==> src/rtl/core/plist_pkg.sv <==
`timescale 1ns / 1ps
// Package for the positional list engine: sizes, opcode and status codes,
// and the structs passed between the sequencer, the entry store and the top level.
// No dependencies.
package plist_pkg;

    localparam int CAPACITY = 16;
    localparam int DATA_W   = 32;
    localparam int POS_W    = 8;
    localparam int IDX_W    = $clog2(CAPACITY);
    localparam int CNT_W    = $clog2(CAPACITY + 1);
    localparam int CMP_W    = POS_W + 1;

    typedef enum logic [1:0] {
        OP_APPEND      = 2'd0,
        OP_REMOVE_REAR = 2'd1,
        OP_INSERT      = 2'd2,
        OP_REMOVE_AT   = 2'd3
    } t_opcode;

    typedef enum logic [1:0] {
        ST_OK     = 2'd0,
        ST_EMPTY  = 2'd1,
        ST_BADPOS = 2'd2,
        ST_FULL   = 2'd3
    } t_status;

    typedef struct packed {
        logic              we;
        logic [IDX_W-1:0]  waddr;
        logic [DATA_W-1:0] wdata;
        logic [IDX_W-1:0]  raddr;
    } t_mem_req;

    typedef struct packed {
        t_status           status;
        logic [DATA_W-1:0] removed_value;
        logic              removed_valid;
        logic [CNT_W-1:0]  list_length;
    } t_result;

endpackage

==> src/rtl/core/plist_store.sv <==
`timescale 1ns / 1ps
// Entry store of the positional list engine: one write port, one registered read port.
// Depends on plist_pkg.
module plist_store (
    input  logic                      i_clk,
    input  plist_pkg::t_mem_req       i_req,
    output logic [plist_pkg::DATA_W-1:0] o_rdata
);
    import plist_pkg::*;

    logic [DATA_W-1:0] r_mem [CAPACITY];
    logic [DATA_W-1:0] r_rdata;

    always_ff @(posedge i_clk) begin
        if (i_req.we) begin
            r_mem[i_req.waddr] <= i_req.wdata;
        end
        r_rdata <= r_mem[i_req.raddr];
    end

    assign o_rdata = r_rdata;

endmodule

==> src/rtl/core/plist_ctrl.sv <==
`timescale 1ns / 1ps
// Request decoder and shift sequencer of the positional list engine.
// Moves entries one place per cycle through the entry store. Depends on plist_pkg.
module plist_ctrl (
    input  logic                          i_clk,
    input  logic                          i_rst_n,
    input  logic                          i_valid,
    output logic                          o_ready,
    input  logic [1:0]                    i_opcode,
    input  logic [plist_pkg::DATA_W-1:0]  i_item_value,
    input  logic [plist_pkg::POS_W-1:0]   i_position,
    output plist_pkg::t_mem_req           o_mem_req,
    input  logic [plist_pkg::DATA_W-1:0]  i_mem_rdata,
    output logic                          o_res_valid,
    input  logic                          i_res_ready,
    output plist_pkg::t_result            o_res
);
    import plist_pkg::*;

    typedef enum logic [1:0] {
        S_IDLE,
        S_SHIFT,
        S_FINAL,
        S_RESP
    } t_state;

    t_state            r_state,      n_state;
    logic [CNT_W-1:0]  r_count,      n_count;
    logic              r_is_ins,     n_is_ins;
    logic [IDX_W-1:0]  r_idx,        n_idx;
    logic [DATA_W-1:0] r_val,        n_val;
    logic [CNT_W-1:0]  r_left,       n_left;
    logic [IDX_W-1:0]  r_rd,         n_rd;
    logic              r_first,      n_first;
    logic              r_pend,       n_pend;
    logic              r_pend_first, n_pend_first;
    logic [IDX_W-1:0]  r_pend_addr,  n_pend_addr;
    t_status           r_status,     n_status;
    logic [DATA_W-1:0] r_removed,    n_removed;
    logic              r_rvalid,     n_rvalid;

    t_opcode           dec_op;
    t_status           dec_status;
    logic              dec_ins;
    logic              dec_full;
    logic [CMP_W-1:0]  pos_x;
    logic [CMP_W-1:0]  cnt_x;
    logic [CMP_W-1:0]  idx_x;
    logic [IDX_W-1:0]  dec_idx;

    always_comb begin
        dec_op   = t_opcode'(i_opcode);
        pos_x    = CMP_W'(i_position);
        cnt_x    = CMP_W'(r_count);
        dec_full = (r_count == CNT_W'(CAPACITY));
        dec_ins  = 1'b0;
        idx_x    = pos_x - 1'b1;
        dec_status = ST_OK;
        case (dec_op)
            OP_APPEND: begin
                dec_ins = 1'b1;
                idx_x   = cnt_x;
                if (dec_full) begin
                    dec_status = ST_FULL;
                end
            end
            OP_REMOVE_REAR: begin
                idx_x = cnt_x - 1'b1;
                if (r_count == '0) begin
                    dec_status = ST_EMPTY;
                end
            end
            OP_INSERT: begin
                dec_ins = 1'b1;
                if (dec_full) begin
                    dec_status = ST_FULL;
                end else if (pos_x == '0 || pos_x > cnt_x + 1'b1) begin
                    dec_status = ST_BADPOS;
                end
            end
            OP_REMOVE_AT: begin
                if (r_count == '0 || pos_x == '0 || pos_x > cnt_x) begin
                    dec_status = ST_BADPOS;
                end
            end
            default: begin
                dec_status = ST_BADPOS;
            end
        endcase
        dec_idx = idx_x[IDX_W-1:0];
    end

    always_comb begin
        n_state      = r_state;
        n_count      = r_count;
        n_is_ins     = r_is_ins;
        n_idx        = r_idx;
        n_val        = r_val;
        n_left       = r_left;
        n_rd         = r_rd;
        n_first      = r_first;
        n_pend       = r_pend;
        n_pend_first = r_pend_first;
        n_pend_addr  = r_pend_addr;
        n_status     = r_status;
        n_removed    = r_removed;
        n_rvalid     = r_rvalid;
        o_mem_req    = '0;
        o_res_valid  = 1'b0;

        case (r_state)
            S_IDLE: begin
                if (i_valid) begin
                    n_status  = dec_status;
                    n_removed = '0;
                    n_rvalid  = 1'b0;
                    if (dec_status == ST_OK) begin
                        n_is_ins = dec_ins;
                        n_idx    = dec_idx;
                        n_val    = i_item_value;
                        n_left   = r_count - CNT_W'(dec_idx);
                        n_rd     = dec_ins ? IDX_W'(r_count - 1'b1) : dec_idx;
                        n_first  = 1'b1;
                        n_pend   = 1'b0;
                        n_state  = S_SHIFT;
                    end else begin
                        n_state = S_RESP;
                    end
                end
            end
            S_SHIFT: begin
                // retire the read issued last cycle
                if (r_pend) begin
                    if (!r_is_ins && r_pend_first) begin
                        n_removed = i_mem_rdata;
                        n_rvalid  = 1'b1;
                    end else begin
                        o_mem_req.we    = 1'b1;
                        o_mem_req.waddr = r_is_ins ? r_pend_addr + 1'b1 : r_pend_addr - 1'b1;
                        o_mem_req.wdata = i_mem_rdata;
                    end
                end
                // issue the next read
                if (r_left != '0) begin
                    o_mem_req.raddr = r_rd;
                    n_pend          = 1'b1;
                    n_pend_addr     = r_rd;
                    n_pend_first    = r_first;
                    n_first         = 1'b0;
                    n_rd            = r_is_ins ? r_rd - 1'b1 : r_rd + 1'b1;
                    n_left          = r_left - 1'b1;
                end else begin
                    n_pend = 1'b0;
                    if (!r_pend) begin
                        n_state = S_FINAL;
                    end
                end
            end
            S_FINAL: begin
                if (r_is_ins) begin
                    o_mem_req.we    = 1'b1;
                    o_mem_req.waddr = r_idx;
                    o_mem_req.wdata = r_val;
                    n_count         = r_count + 1'b1;
                end else begin
                    n_count = r_count - 1'b1;
                end
                n_state = S_RESP;
            end
            S_RESP: begin
                o_res_valid = 1'b1;
                if (i_res_ready) begin
                    n_state = S_IDLE;
                end
            end
            default: begin
                n_state = S_IDLE;
            end
        endcase
    end

    always_ff @(posedge i_clk) begin
        if (!i_rst_n) begin
            r_state <= S_IDLE;
            r_count <= '0;
            r_pend  <= 1'b0;
        end else begin
            r_state <= n_state;
            r_count <= n_count;
            r_pend  <= n_pend;
        end
        r_is_ins     <= n_is_ins;
        r_idx        <= n_idx;
        r_val        <= n_val;
        r_left       <= n_left;
        r_rd         <= n_rd;
        r_first      <= n_first;
        r_pend_first <= n_pend_first;
        r_pend_addr  <= n_pend_addr;
        r_status     <= n_status;
        r_removed    <= n_removed;
        r_rvalid     <= n_rvalid;
    end

    assign o_ready = (r_state == S_IDLE);

    always_comb begin
        o_res.status        = r_status;
        o_res.removed_value = r_removed;
        o_res.removed_valid = r_rvalid;
        o_res.list_length   = r_count;
    end

endmodule

==> src/rtl/core/positional_list_engine.sv <==
`timescale 1ns / 1ps
// Positional list engine: ordered list of signed 32-bit entries edited by request.
// Each request beat on the input channel (opcode, item value, 1-based position)
// gives one result beat (status, removed value and flag, list length).
// Append, remove rear, insert at position and remove at position are served by
// a sequencer that moves entries one place per cycle through a store with one
// write port and one registered read port. A request that moves entries behind
// its position passes through the shift and final states before its result;
// one that moves none (append, insert at the rear) passes through them with no
// moves, and a rejected request (full, empty, bad position) goes straight to the
// result. One request is in work at a time:
// o_ready is high only while the sequencer is idle, and it rises again in the
// cycle in which the result reaches the output register.
// The result sits in an output register; while the receiver holds i_ready low the
// result beat holds, and the next request is taken once that result has been
// handed to the output register.
// Reset (i_rst_n low, synchronous) empties the list and drops any pending result;
// no clearing pass is needed.
// Depends on plist_pkg, plist_ctrl and plist_store.
module positional_list_engine (
    input  logic                                i_clk,
    input  logic                                i_rst_n,
    input  logic                                i_valid,
    output logic                                o_ready,
    input  logic [1:0]                          i_opcode,
    input  logic signed [plist_pkg::DATA_W-1:0] i_item_value,
    input  logic [plist_pkg::POS_W-1:0]         i_position,
    output logic                                o_valid,
    input  logic                                i_ready,
    output logic [1:0]                          o_status,
    output logic signed [plist_pkg::DATA_W-1:0] o_removed_value,
    output logic                                o_removed_valid,
    output logic [plist_pkg::CNT_W-1:0]         o_list_length
);
    import plist_pkg::*;

    t_mem_req          mem_req;
    logic [DATA_W-1:0] mem_rdata;
    t_result           res;
    logic              res_valid;
    logic              res_ready;
    t_result           r_out;
    logic              r_o_valid;

    plist_store u_store (
        .i_clk   (i_clk),
        .i_req   (mem_req),
        .o_rdata (mem_rdata)
    );

    plist_ctrl u_ctrl (
        .i_clk        (i_clk),
        .i_rst_n      (i_rst_n),
        .i_valid      (i_valid),
        .o_ready      (o_ready),
        .i_opcode     (i_opcode),
        .i_item_value (i_item_value),
        .i_position   (i_position),
        .o_mem_req    (mem_req),
        .i_mem_rdata  (mem_rdata),
        .o_res_valid  (res_valid),
        .i_res_ready  (res_ready),
        .o_res        (res)
    );

    assign res_ready = !r_o_valid || i_ready;

    always_ff @(posedge i_clk) begin
        if (!i_rst_n) begin
            r_o_valid <= 1'b0;
        end else if (res_valid && res_ready) begin
            r_o_valid <= 1'b1;
        end else if (i_ready) begin
            r_o_valid <= 1'b0;
        end
        if (res_valid && res_ready) begin
            r_out <= res;
        end
    end

    assign o_valid         = r_o_valid;
    assign o_status        = r_out.status;
    assign o_removed_value = r_out.removed_value;
    assign o_removed_valid = r_out.removed_valid;
    assign o_list_length   = r_out.list_length;

endmodule

==> config.mk <==
export PLATFORM = sky130hd
export DESIGN_NAME = positional_list_engine
export DESIGN_NICKNAME = d
export VERILOG_FILES = /design/src/rtl/core/plist_pkg.sv /design/src/rtl/core/plist_store.sv /design/src/rtl/core/plist_ctrl.sv /design/src/rtl/core/positional_list_engine.sv
export SDC_FILE = /design/constraint.sdc
export NUM_CORES = 1
export LEC_CHECK = 0
export BUFFER_PORTS_ARGS = -buffer_cell sky130_fd_sc_hd__buf_4
export CAP_MARGIN = 15
export CORE_ASPECT_RATIO = 0.9
export CORE_UTILIZATION = 30
export DETAILED_ROUTE_END_ITERATION = 10
export GPL_TIMING_DRIVEN = 0
export SLEW_MARGIN = 20
export SYNTH_ARGS = -nofsm -noshare
export SYNTH_HDL_FRONTEND = slang
export SYNTH_HIERARCHICAL = 1
export SYNTH_SLANG_ARGS = --single-unit
==> constraint.sdc <==
create_clock -name i_clk -period 8.1 [get_ports i_clk]
set_clock_uncertainty 0.15 [all_clocks]
set_input_delay 0.81 -clock i_clk [delete_from_list [all_inputs] [get_ports i_clk]]
set_output_delay 0.81 -clock i_clk [all_outputs]
set_load 0.01 [all_outputs]
==> results_tabular.tex, run 1 <==
\begin{tabular}{lr}
\hline
Metric & Value \\
\hline
\multicolumn{2}{l}{\textbf{Run status}} \\
\quad Status & finished clean \\
\multicolumn{2}{l}{\textbf{Logic synthesis}} \\
\quad Proportion of synthesized area in mux cells & 0.112 \\
\quad Count of state elements after synthesis & 680 \\
\quad Post-synthesis adder-cell area fraction & 0.0156 \\
\quad Area fraction of the dominant cell type after synthesis & 0.730 \\
\quad Synth Area in Compound Gates & 0.0422 \\
\quad Yosys synthesis warning count & 6 \\
\quad Number of nets produced by synthesis & 1406 \\
\quad Dominant combinational cell family by area after synthesis & multiplexers \\
\quad Number of cells produced by synthesis & 1329 \\
\quad Portion of the post-synthesis area used by sequential elements & 0.761 \\
\quad Post-synthesis cell area & 26300 sq um \\
\quad Leading cell types by total area after synthesis & sky130\_fd\_sc\_hd\_\_edfxtp\_1, sky130\_fd\_sc\_hd\_\_mux4\_2, sky130\_fd\_sc\_hd\_\_dfxtp\_1 \\
\quad Synthesized-area fraction occupied by xor and xnor cells & 0.00867 \\
\quad Distinct cell type count after synthesis & 57 \\
\quad Synth Area per Inst & 19.8 sq um \\
\quad Biggest area consumer among synthesized cells & sky130\_fd\_sc\_hd\_\_edfxtp\_1 \\
\quad Post-synthesis simple-gate area fraction & 0.0437 \\
\multicolumn{2}{l}{\textbf{Global routing}} \\
\quad GRT Total Usage & 0.149 \\
\quad Vias in the first global route & 13901 \\
\quad First-pass GRT wire length & 95.4 mm \\
\quad Largest net degree at the start of global routing & 41 \\
\quad Gr ovfl total & 0 \\
\quad Initial antenna violation count & 2 \\
\multicolumn{2}{l}{\textbf{Die}} \\
\quad Effective utilization at floorplan & 0.304 \\
\quad Full die area & 88800 sq um \\
\quad CORE AREA & 86400 sq um \\
\quad Floorplan row count & 102 \\
\quad Die height & 283 um \\
\quad Ports & 88 \\
\quad Chip Width & 314 um \\
\multicolumn{2}{l}{\textbf{Finish}} \\
\quad Number of inserted diodes & 0 \\
\quad Growth of design area from synthesis to finish & 19.1\% \\
\quad Filler instances & 7932 \\
\quad Utilization after layout & 0.362 \\
\quad Net count, final & 1603 \\
\quad Total area of multi-input combinational cells & 5970 sq um \\
\quad Seq. cell area & 20000 sq um \\
\quad Share of layout cells above drive strength 1 & 0.263 \\
\multicolumn{2}{l}{\textbf{STA}} \\
\quad RSZ-0062 raised after global routing & false \\
\quad Setup Viol. Count Final & 0 \\
\quad Share of the clock period used by the worst path after layout & 0.654 \\
\quad Max Clock Freq & 0.189 GHz \\
\quad Slew at the pin with the worst max-slew slack & 1.18 ns \\
\quad Final worst slack & 2.80 ns \\
\quad Max-slew violation count & 0 \\
\quad Period minus WS final & 5.30 ns \\
\quad Final number of hold-violating endpoints & 0 \\
\quad Normalized max-slew margin & 0.217 \\
\multicolumn{2}{l}{\textbf{Place}} \\
\quad Number of buffers inserted by port buffering & 87 \\
\quad DP Worst Slack & 2.92 ns \\
\quad Placer congestion estimate & 0.790 \\
\quad HPWL Detailed & 41.9 mm \\
\multicolumn{2}{l}{\textbf{Route}} \\
\quad Detailed router's first-iteration violation count & 1545 \\
\quad DRC & 0 \\
\quad Final Routed Wirelength & 66.2 mm \\
\quad Total vias in the final route & 13757 \\
\quad DR vias/cell & 5.05 \\
\quad DRT antenna net count & 0 \\
\quad Router iterations before antenna repair & 5 \\
\quad Drt wl/cell & 24.3 um \\
\multicolumn{2}{l}{\textbf{Clocking}} \\
\quad Number of buffers added to fix hold violations after cts & 0 \\
\quad CTS root buf & sky130\_fd\_sc\_hd\_\_clkbuf\_16 \\
\quad CTS Buf Count & 67 \\
\quad Number of setup buffers added after CTS & 0 \\
\quad Deepest level of the CTS H-tree & 3 \\
\quad Maximum buffer depth of the clock tree & 3 \\
\quad Worst-Skew Late Latency & 0.61 ns \\
\quad Count of clock tree sinks & 680 \\
\quad Clock tree from TritonCTS & yes \\
\quad Clock slew seen by the registers of the worst setup and hold paths & 0.06 ns \\
\quad Post-cts gate resize count & 0 \\
\multicolumn{2}{l}{\textbf{Critical path}} \\
\quad Critical path class & reg -> reg \\
\quad Standard cell with the maximum stage delay on the critical path & sky130\_fd\_sc\_hd\_\_nor2\_4 \\
\quad Category of the worst setup path capture point & register \\
\quad Critical path's largest stage delay & 0.78 ns \\
\quad WP data required & 8.25 ns \\
\quad CP cell instances & inv\_1 -> ha\_1 -> clkbuf\_1 -> nand2\_1 -> nor2\_2 -> clkbuf\_2 -> a22oi\_1 -> nor2b\_1 -> nand2\_1 -> nor2\_4 -> buf\_12 \\
\quad CP dominant cell by count & sky130\_fd\_sc\_hd\_\_nand2\_1 \\
\quad Largest fanout on the critical path & 17 \\
\quad Setup crit start kind & register \\
\quad Worst endpoint data arrival time & 5.45 ns \\
\multicolumn{2}{l}{\textbf{Job}} \\
\quad Max cap viols & 0 \\
\multicolumn{2}{l}{\textbf{Power}} \\
\quad LEAKAGE & 9.83 nW \\
\quad PwrDens & 314 nW/um\^{}2 \\
\quad Maximum ir drop on the vdd rail & 153 uV \\
\multicolumn{2}{l}{\textbf{Worst hold path}} \\
\quad Kind of path behind the tightest hold check & in -> reg \\
\hline
\end{tabular}
worst max-delay path, delay by kind of cell, from the launching register on:
kind                     cells  cell delay [ns]
buffers and inverters        4             1.48
AND/OR/NAND/NOR              5             2.62
AO/OA/AOI/OAI                1             0.20
adder cells (fa/ha/maj)      1             0.18
flip-flops                   1             0.34
placed cells by master, fill, tap and decap left out, drive strengths merged, types with 2 or more instances in the layout:
master	n
bufinv	5
mux4	128
o211ai	2
and2	42
nand2	56
o22ai	3
clkbuf	124
o21ai	14
o221ai	3
a21oi	17
mux2i	7
xor2	9
xnor2	17
nand3	10
edfxtp	639
dfxtp	41
o21a	2
nor3	14
nand4	2
clkinv	23
a21o	4
nor2b	44
inv	30
buf	164
nand3b	2
a22oi	100
nor2	25
nor3b	2
nand4b	2
a211oi	2
fa	3
ha	28
nand2b	4
stage by stage:
step           hold WS [ns]  setup TNS, ns  cells  power (mW)  cell area (sq um)
6_report              0.226              0   2724        9.81              31300
5_1_grt               0.195              0   2724        10.2              31300
4_1_cts               0.196              0   2724        9.90              31300
3_5_place_dp          0.255              0   2601        6.78              29100
3_3_place_gp          0.254         -60.69   2560        6.73              28400
2_1_floorplan         0.250              0   1329        5.90              26300
layer usage:
metal	track usage	share of wire
met2	0.231	0.46
met5	0	0
met1	0.212	0.44
met3	0.0346	0.080
met4	0.0334	0.018
synthesized netlist by cell type, drive strengths merged:
cell and n:
a2111oi 1, a211oi 2, a21boi 1, a21o 4, a21oi 17, a22oi 100
a2bb2oi 1, and2 42, and4 1, buf 36, clkbuf 32, clkinv 1
dfxtp 41, edfxtp 639, fa 3, ha 28, inv 26, mux2i 7
mux4 128, nand2 56, nand2b 4, nand3 10, nand3b 2, nand4 2
nand4b 2, nor2 25, nor2b 44, nor3 14, nor3b 2, nor4 1
nor4b 1, o2111ai 1, o211a 1, o211ai 2, o21a 2, o21ai 14
o221ai 3, o22ai 3, o32ai 1, o41ai 1, or2 1, or3b 1
xnor2 17, xor2 9
final timing paths:
| kind | slack, ns | depth (start not counted) | end | startpoint |
|---|---|---|---|---|
| setup / recovery | 2.80 | 11 | u_store/r_mem[11][28] | u_ctrl/r_state[1] |
| setup reg to reg | 2.80 | 11 | u_store/r_mem[11][28] | u_ctrl/r_state[1] |
| hold / removal | 0.23 | 1 | u_ctrl/r_val[29] | i_item_value[29] |
| hold reg to reg | 0.27 | 0 | o_removed_value[28] | u_ctrl/r_removed[28] |
cells by family (layout without fill, tap and decap cells):
kind of cell / count (synthesis) / count (layout)
compound gates: 154 / 154
mux: 135 / 135
simple gates: 208 / 208
xor+xnor: 26 / 26
flops: 680 / 680
fa+ha+maj: 31 / 31
buf+inv: 95 / 346
where the power goes:
group / leakage, nW / internal, mW / total, mW / switching [mW]
clock network: 1.07 / 1.80 / 3.11 / 1.31
logic: 2.75 / 0.882 / 2.26 / 1.38
registers: 6.00 / 4.29 / 4.44 / 0.158
total: 9.83 / 6.96 / 9.81 / 2.85
cell type report:
type,count,area share
tap,1144,0.0458
inverter,27,0.00324
timing repair buffer,128,0.0406
clock buffer,92,0.0600
sequential,680,0.640
clock inverter,31,0.00972
buffer,68,0.0102
multi-input combinational,554,0.191
sequential cells by signal (all words and copies together) (netlist names), 4 cells and up:
name and cells:
o_list_length 5, o_removed_value 32, u_ctrl/r_count 5, u_ctrl/r_idx 4, u_ctrl/r_left 5, u_ctrl/r_pend_addr 4, u_ctrl/r_rd 4, u_ctrl/r_removed 32
u_ctrl/r_val 32, u_store/o_rdata 32, u_store/r_mem 512
(Power assumes the default switching activity.)
==> inputs of run 2 (changes only) <==
Clock period 8.1 ns to 5.25 ns, I/O delays scaled along.
==> run 2 against run 1 <==
Effect of this change:
- worst hold slack worse by 0.19 ns
- clock-buffer cell count did not move
- sequential share of layout area decreased by 0.79 points
- clock power increased by 54%
- total power grew 54%
- register-to-register slack got worse by 2.5 ns
- first-iteration DRC count decreased by 5.2%
- global-route usage is essentially flat
- critical endpoint is now u_store/r_mem[15][24]
- highest routed layer unchanged
==> results_tabular.tex, run 2 (synthesis gave the netlist of run 1 again) <==
\begin{tabular}{lr}
\hline
Metric & Value \\
\hline
\multicolumn{2}{l}{\textbf{Run status}} \\
\quad Status & finished clean \\
\multicolumn{2}{l}{\textbf{Clocking}} \\
\quad Clock tree from TritonCTS & yes \\
\quad Deepest level of the CTS H-tree & 3 \\
\quad CTS root buf & sky130\_fd\_sc\_hd\_\_clkbuf\_16 \\
\quad Clock slew seen by the registers of the worst setup and hold paths & 0.06 ns \\
\quad Worst-Skew Late Latency & 0.60 ns \\
\quad Count of clock tree sinks & 680 \\
\quad Maximum buffer depth of the clock tree & 3 \\
\quad CTS Buf Count & 67 \\
\multicolumn{2}{l}{\textbf{Finish}} \\
\quad Filler instances & 7894 \\
\quad Total area of multi-input combinational cells & 5970 sq um \\
\quad Commonest cells after routing, fill and taps aside & sky130\_fd\_sc\_hd\_\_edfxtp\_1, sky130\_fd\_sc\_hd\_\_mux4\_2, sky130\_fd\_sc\_hd\_\_buf\_4 \\
\quad Number of inserted diodes & 0 \\
\quad Net count, final & 1641 \\
\quad Share of layout cells above drive strength 1 & 0.260 \\
\quad Seq. cell area & 20000 sq um \\
\quad Final instance area & 31700 sq um \\
\quad Growth of design area from synthesis to finish & 20.5\% \\
\quad Number of flip-flops in the largest register & 512 \\
\quad Most frequent standard cell in the layout excluding fill and tap cells & sky130\_fd\_sc\_hd\_\_edfxtp\_1 \\
\quad Most flops, register & u\_store/r\_mem \\
\quad Utilization after layout & 0.367 \\
\multicolumn{2}{l}{\textbf{Critical path}} \\
\quad Worst endpoint data arrival time & 5.13 ns \\
\quad Standard cell with the maximum stage delay on the critical path & sky130\_fd\_sc\_hd\_\_clkbuf\_2 \\
\quad Setup crit start kind & register \\
\quad CP dominant cell by count & sky130\_fd\_sc\_hd\_\_nand2\_1 \\
\quad Critical path's largest stage delay & 0.69 ns \\
\quad Critical path class & reg -> reg \\
\quad WP data required & 5.41 ns \\
\quad CP cell instances & inv\_1 -> ha\_1 -> clkbuf\_1 -> nand2\_1 -> nor2\_2 -> clkbuf\_2 -> a22oi\_1 -> nor2b\_1 -> nand2\_1 -> nor2\_4 -> buf\_12 -> buf\_16 \\
\quad Largest fanout on the critical path & 16 \\
\quad Category of the worst setup path capture point & register \\
\multicolumn{2}{l}{\textbf{Power}} \\
\quad PwrDens & 478 nW/um\^{}2 \\
\quad Switching fraction of total power & 0.290 \\
\quad Total internal power & 10.8 mW \\
\quad Clock Power Share & 0.316 \\
\quad Final Total Pwr & 15.2 mW \\
\quad Sequential share of power & 0.453 \\
\quad Switching power summed over all nets & 4.39 mW \\
\quad Maximum ir drop on the vdd rail & 257 uV \\
\quad Part of the power in combinational logic & 0.231 \\
\quad LEAKAGE & 10.0 nW \\
\multicolumn{2}{l}{\textbf{Die}} \\
\quad Effective utilization at floorplan & 0.304 \\
\quad Die height & 283 um \\
\quad Ports & 88 \\
\quad CORE AREA & 86400 sq um \\
\quad Chip Width & 314 um \\
\quad Full die area & 88800 sq um \\
\quad Floorplan row count & 102 \\
\multicolumn{2}{l}{\textbf{STA}} \\
\quad Final number of hold-violating endpoints & 0 \\
\quad Normalized max-slew margin & 0.227 \\
\quad Sum of negative setup slack & 0 ns \\
\quad RSZ-0062 raised after global routing & false \\
\quad Max-slew violation count & 0 \\
\quad Max Clock Freq & 0.201 GHz \\
\quad Period minus WS final & 4.97 ns \\
\quad Share of the clock period used by the worst path after layout & 0.947 \\
\quad Final worst hold slack & 0.0399 ns \\
\quad Slew at the pin with the worst max-slew slack & 1.16 ns \\
\quad Setup Viol. Count Final & 0 \\
\multicolumn{2}{l}{\textbf{Place}} \\
\quad Number of buffers inserted by port buffering & 87 \\
\quad Post-place instance area & 29100 sq um \\
\quad Placer congestion estimate & 0.790 \\
\quad HPWL Detailed & 41.9 mm \\
\multicolumn{2}{l}{\textbf{Route}} \\
\quad DRC & 0 \\
\quad Router iterations before antenna repair & 5 \\
\quad Final Routed Wirelength & 66.3 mm \\
\quad Drt wl/cell & 24.0 um \\
\quad DR vias/cell & 5.02 \\
\quad Detailed router's first-iteration violation count & 1465 \\
\quad DRT antenna net count & 0 \\
\quad Total vias in the final route & 13879 \\
\multicolumn{2}{l}{\textbf{Global routing}} \\
\quad Gr ovfl total & 0 \\
\quad Initial antenna violation count & 2 \\
\quad GRT Total Usage & 0.149 \\
\quad First-pass GRT wire length & 95.8 mm \\
\quad Largest net degree at the start of global routing & 41 \\
\quad Vias in the first global route & 14052 \\
\multicolumn{2}{l}{\textbf{Worst hold path}} \\
\quad Kind of path behind the tightest hold check & in -> reg \\
\multicolumn{2}{l}{\textbf{Job}} \\
\quad Max cap viols & 0 \\
\hline
\end{tabular}
-- run 2: through the flow --
stage               instances  worst slack [ns]
floorplan                1329             0.289
global placement         2560             -3.74
detailed placement       2601            0.0670
CTS                      2756            0.0522
global route             2762            0.0538
finish                   2762             0.277
-- run 2: final cells by class --
type / count / area share
buffer: 68 / 0.0101
clock buffer: 92 / 0.0592
tap: 1144 / 0.0452
sequential: 680 / 0.632
multi-input combinational: 554 / 0.189
inverter: 27 / 0.00320
clock inverter: 31 / 0.00960
timing repair buffer: 166 / 0.0525
-- run 2: worst max-delay path: cells and delay by family, from the launching register on --
kind	cells	cell delay [ns]
AND/OR/NAND/NOR	5	2.19
buffers and inverters	5	1.60
flip-flops	1	0.34
AO/OA/AOI/OAI	1	0.20
adder cells (fa/ha/maj)	1	0.18
-- run 2: path summary, 6_finish.rpt --
path         cells past startpoint  slack [ns]                 start               endpoint
min reg2reg                      0        0.27  u_ctrl/r_removed[28]    o_removed_value[28]
max                             12        0.28     u_ctrl/r_state[1]  u_store/r_mem[15][24]
min                              2        0.04               i_rst_n                o_valid
max reg2reg                     12        0.28     u_ctrl/r_state[1]  u_store/r_mem[15][24]
-- run 2: power by group through the flow --
| stage | clock [mW] | combinational, mW | sequential (mW) |
|---|---|---|---|
| floorplan | 0 | 2.23 | 6.87 |
| global placement | 0 | 3.41 | 6.98 |
| detailed placement | 0 | 3.49 | 6.97 |
| global route | 5.10 | 3.76 | 6.90 |
| CTS | 4.89 | 3.54 | 6.86 |
| finish | 4.79 | 3.50 | 6.86 |
-- run 2: routing by layer --
layer	GRT usage	wire length [um]	share of wire
met1	0.212	28900	0.44
met2	0.232	30400	0.46
met3	0.0346	5740	0.087
met4	0.0334	1180	0.018
met5	0	0	0
-- run 2: repair_timing --
action | CTS | global route
gates resized for setup | 0 | 0
endpoints found under the setup margin | 0 | 81
hold buffers | 32 | 0
endpoints found under the hold margin | 32 | 0
buffers inserted | 0 | 6
==> inputs of run 3 (changes only) <==
Settings changed: CORE_MARGIN from default to 5, HOLD_SLACK_MARGIN from default to 0.03.
==> run 3 against run 2 <==
Effect of this change:
- global-route usage shrank 0.76 points
- largest power group unchanged
- sequential share of layout area is essentially flat
- critical path depth grew 1
- maximum frequency grew 0.18%
- register-to-register slack is essentially flat
- largest cell class unchanged
==> results_tabular.tex, run 3 (synthesis gave the netlist of run 1 again) <==
\begin{tabular}{lr}
\hline
Metric & Value \\
\hline
\multicolumn{2}{l}{\textbf{Finish}} \\
\quad Number of inserted diodes & 0 \\
\quad Most frequent standard cell in the layout excluding fill and tap cells & sky130\_fd\_sc\_hd\_\_edfxtp\_1 \\
\quad Net count, final & 1641 \\
\quad Most flops, register & u\_store/r\_mem \\
\quad Number of flip-flops in the largest register & 512 \\
\quad Share of layout cells above drive strength 1 & 0.263 \\
\quad Utilization after layout & 0.363 \\
\quad Commonest cells after routing, fill and taps aside & sky130\_fd\_sc\_hd\_\_edfxtp\_1, sky130\_fd\_sc\_hd\_\_mux4\_2, sky130\_fd\_sc\_hd\_\_buf\_4 \\
\quad Growth of design area from synthesis to finish & 20.6\% \\
\multicolumn{2}{l}{\textbf{Global routing}} \\
\quad GRT Total Usage & 0.142 \\
\quad Vias in the first global route & 14029 \\
\quad Initial antenna violation count & 1 \\
\quad Gr ovfl total & 0 \\
\quad First-pass GRT wire length & 97.8 mm \\
\quad Largest net degree at the start of global routing & 41 \\
\multicolumn{2}{l}{\textbf{Job}} \\
\quad Max cap viols & 0 \\
\multicolumn{2}{l}{\textbf{STA}} \\
\quad Slew at the pin with the worst max-slew slack & 1.13 ns \\
\quad RSZ-0062 raised after global routing & false \\
\quad Max Clock Freq & 0.201 GHz \\
\quad Final number of hold-violating endpoints & 0 \\
\quad Period minus WS final & 4.96 ns \\
\quad Setup Viol. Count Final & 0 \\
\quad Share of the clock period used by the worst path after layout & 0.946 \\
\quad Normalized max-slew margin & 0.249 \\
\quad Sum of negative setup slack & 0 ns \\
\quad Final worst hold slack & 0.0749 ns \\
\quad Max-slew violation count & 0 \\
\multicolumn{2}{l}{\textbf{Die}} \\
\quad Die height & 291 um \\
\quad Effective utilization at floorplan & 0.301 \\
\quad CORE AREA & 87400 sq um \\
\quad Floorplan row count & 103 \\
\quad Full die area & 93600 sq um \\
\quad Chip Width & 322 um \\
\quad Ports & 88 \\
\multicolumn{2}{l}{\textbf{Critical path}} \\
\quad Reg2Reg Setup Slack & 0.29 ns \\
\quad Standard cell with the maximum stage delay on the critical path & sky130\_fd\_sc\_hd\_\_nor3\_2 \\
\quad R2R Path Start & u\_ctrl/r\_state[1] \\
\quad Crit path buf inv count & 6 \\
\quad R2R cell count & 13 \\
\quad Dominant delay contributor by cell family on the critical path & simple AND/OR/NAND/NOR gates \\
\quad Category of the worst setup path capture point & register \\
\quad CP cell instances & inv\_1 -> ha\_1 -> clkbuf\_1 -> nand2\_1 -> nor2\_2 -> buf\_2 -> a22oi\_1 -> nor2b\_1 -> nand3b\_1 -> nor3\_2 -> buf\_4 -> buf\_6 -> buf\_4 \\
\quad Setup crit start kind & register \\
\quad Largest fanout on the critical path & 10 \\
\quad CP dominant cell by count & sky130\_fd\_sc\_hd\_\_buf\_4 \\
\quad Critical path's largest stage delay & 0.68 ns \\
\quad Critical path class & reg -> reg \\
\quad WP data required & 5.42 ns \\
\quad Capture point of the worst reg-to-reg path & u\_store/r\_mem[4][29] \\
\quad Worst endpoint data arrival time & 5.13 ns \\
\multicolumn{2}{l}{\textbf{Route}} \\
\quad Detailed router's first-iteration violation count & 1423 \\
\quad Final Routed Wirelength & 67.3 mm \\
\quad Total vias in the final route & 13835 \\
\quad Drt wl/cell & 24.3 um \\
\quad Router iterations before antenna repair & 5 \\
\quad DR vias/cell & 4.99 \\
\quad DRC & 0 \\
\quad DRT antenna net count & 0 \\
\multicolumn{2}{l}{\textbf{Power}} \\
\quad Total internal power & 10.7 mW \\
\quad Sequential share of power & 0.454 \\
\quad Clock Power Share & 0.316 \\
\quad Switching power summed over all nets & 4.39 mW \\
\quad LEAKAGE & 9.99 nW \\
\quad Part of the power in combinational logic & 0.231 \\
\quad Switching fraction of total power & 0.290 \\
\quad Maximum ir drop on the vdd rail & 264 uV \\
\quad PwrDens & 478 nW/um\^{}2 \\
\multicolumn{2}{l}{\textbf{Clocking}} \\
\quad Count of clock tree sinks & 680 \\
\quad CTS Buf Count & 67 \\
\quad Clock tree from TritonCTS & yes \\
\quad Worst-Skew Late Latency & 0.61 ns \\
\quad Deepest level of the CTS H-tree & 3 \\
\quad CTS root buf & sky130\_fd\_sc\_hd\_\_clkbuf\_16 \\
\quad Maximum buffer depth of the clock tree & 3 \\
\quad Clock slew seen by the registers of the worst setup and hold paths & 0.06 ns \\
\multicolumn{2}{l}{\textbf{Place}} \\
\quad Placer congestion estimate & 0.765 \\
\quad Number of buffers inserted by port buffering & 87 \\
\quad HPWL Detailed & 43.1 mm \\
\multicolumn{2}{l}{\textbf{Run status}} \\
\quad Status & finished clean \\
\multicolumn{2}{l}{\textbf{Worst hold path}} \\
\quad Worst hold start & i\_ready \\
\quad Worst hold path stage count & 3 \\
\quad Kind of path behind the tightest hold check & in -> reg \\
\quad Terminating pin of the worst hold path & o\_valid \\
\hline
\end{tabular}
## run 3: cell count changes in the layout (fill, tap and decap cells not counted), moves of 2 or more
cell / delta
sky130_fd_sc_hd__buf_12: -4
sky130_fd_sc_hd__buf_8: +2
sky130_fd_sc_hd__clkbuf_1: -4
sky130_fd_sc_hd__clkbuf_8: +3
sky130_fd_sc_hd__clkinv_2: -2
sky130_fd_sc_hd__clkinvlp_4: +4
## run 3: power groups by stage
stage	registers, mW	clock network, mW	logic, mW
finish	6.87	4.78	3.49
global route	6.91	5.13	3.75
CTS	6.87	4.89	3.51
detailed placement	6.98	0	3.47
global placement	6.98	0	3.41
floorplan	6.87	0	2.23
## run 3: cell type report
| cell class | count | area (sq um) |
|---|---|---|
| clock buffers | 91 | 1900 |
| repair buffers | 166 | 1650 |
| plain buffers | 68 | 320 |
| well taps | 1155 | 1450 |
| clock inverters | 31 | 290 |
| flip-flops and latches | 680 | 20000 |
| fillers | 8021 | 55700 |
| multi-input cells | 554 | 5980 |
| inverters | 27 | 101 |
## run 3: routing by layer
layer | track usage | vias up | wire (um)
met2 | 0.216 | 582 | 30500
met3 | 0.0308 | 101 | 5320
met4 | 0.0326 | 0 | 1290
met1 | 0.209 | 7302 | 30100
li1 | - | 5850 | -
met5 | 0 | - | 0
## run 3: metrics by stage
stage                     cell area [sq um]  setup slack, ns  power, mW  instances
after global routing                  31700            0.107       15.8       2772
after global placement                28400            -3.80       10.4       2571
after floorplan                       26300            0.289       9.10       1329
after CTS                             31600            0.105       15.3       2767
final                                 31700            0.286       15.1       2772
after detailed placement              29100            0.134       10.4       2612
## run 3: worst max-delay path by stage
stage,start,end,slack (ns),depth (start not counted)
final,u_ctrl/r_state[1],u_store/r_mem[4][29],0.29,13
after global routing,u_ctrl/r_state[1],u_store/r_mem[10][28],0.11,11
after CTS,u_ctrl/r_state[1],u_store/r_mem[2][28],0.11,11
after detailed placement,u_ctrl/r_state[1],u_store/r_mem[2][28],0.13,11
after global placement,u_ctrl/r_state[1],u_store/r_mem[0][28],-3.80,9
after floorplan,u_ctrl/r_is_ins,u_store/r_mem[0][0],0.29,10
## run 3: tightest hold or removal path: cells and delay by family
family,cells,cell delay (ns)
AO/OA/AOI/OAI,1,0.05
buffers and inverters,1,0.08
AND/OR/NAND/NOR,1,0.13
## run 3: timing repair
action,4_1_cts,5_1_grt
hold endpoints to repair,33,0
gates resized for setup,0,0
hold buffers,33,0
setup endpoints to repair,0,32
buffers inserted,0,5
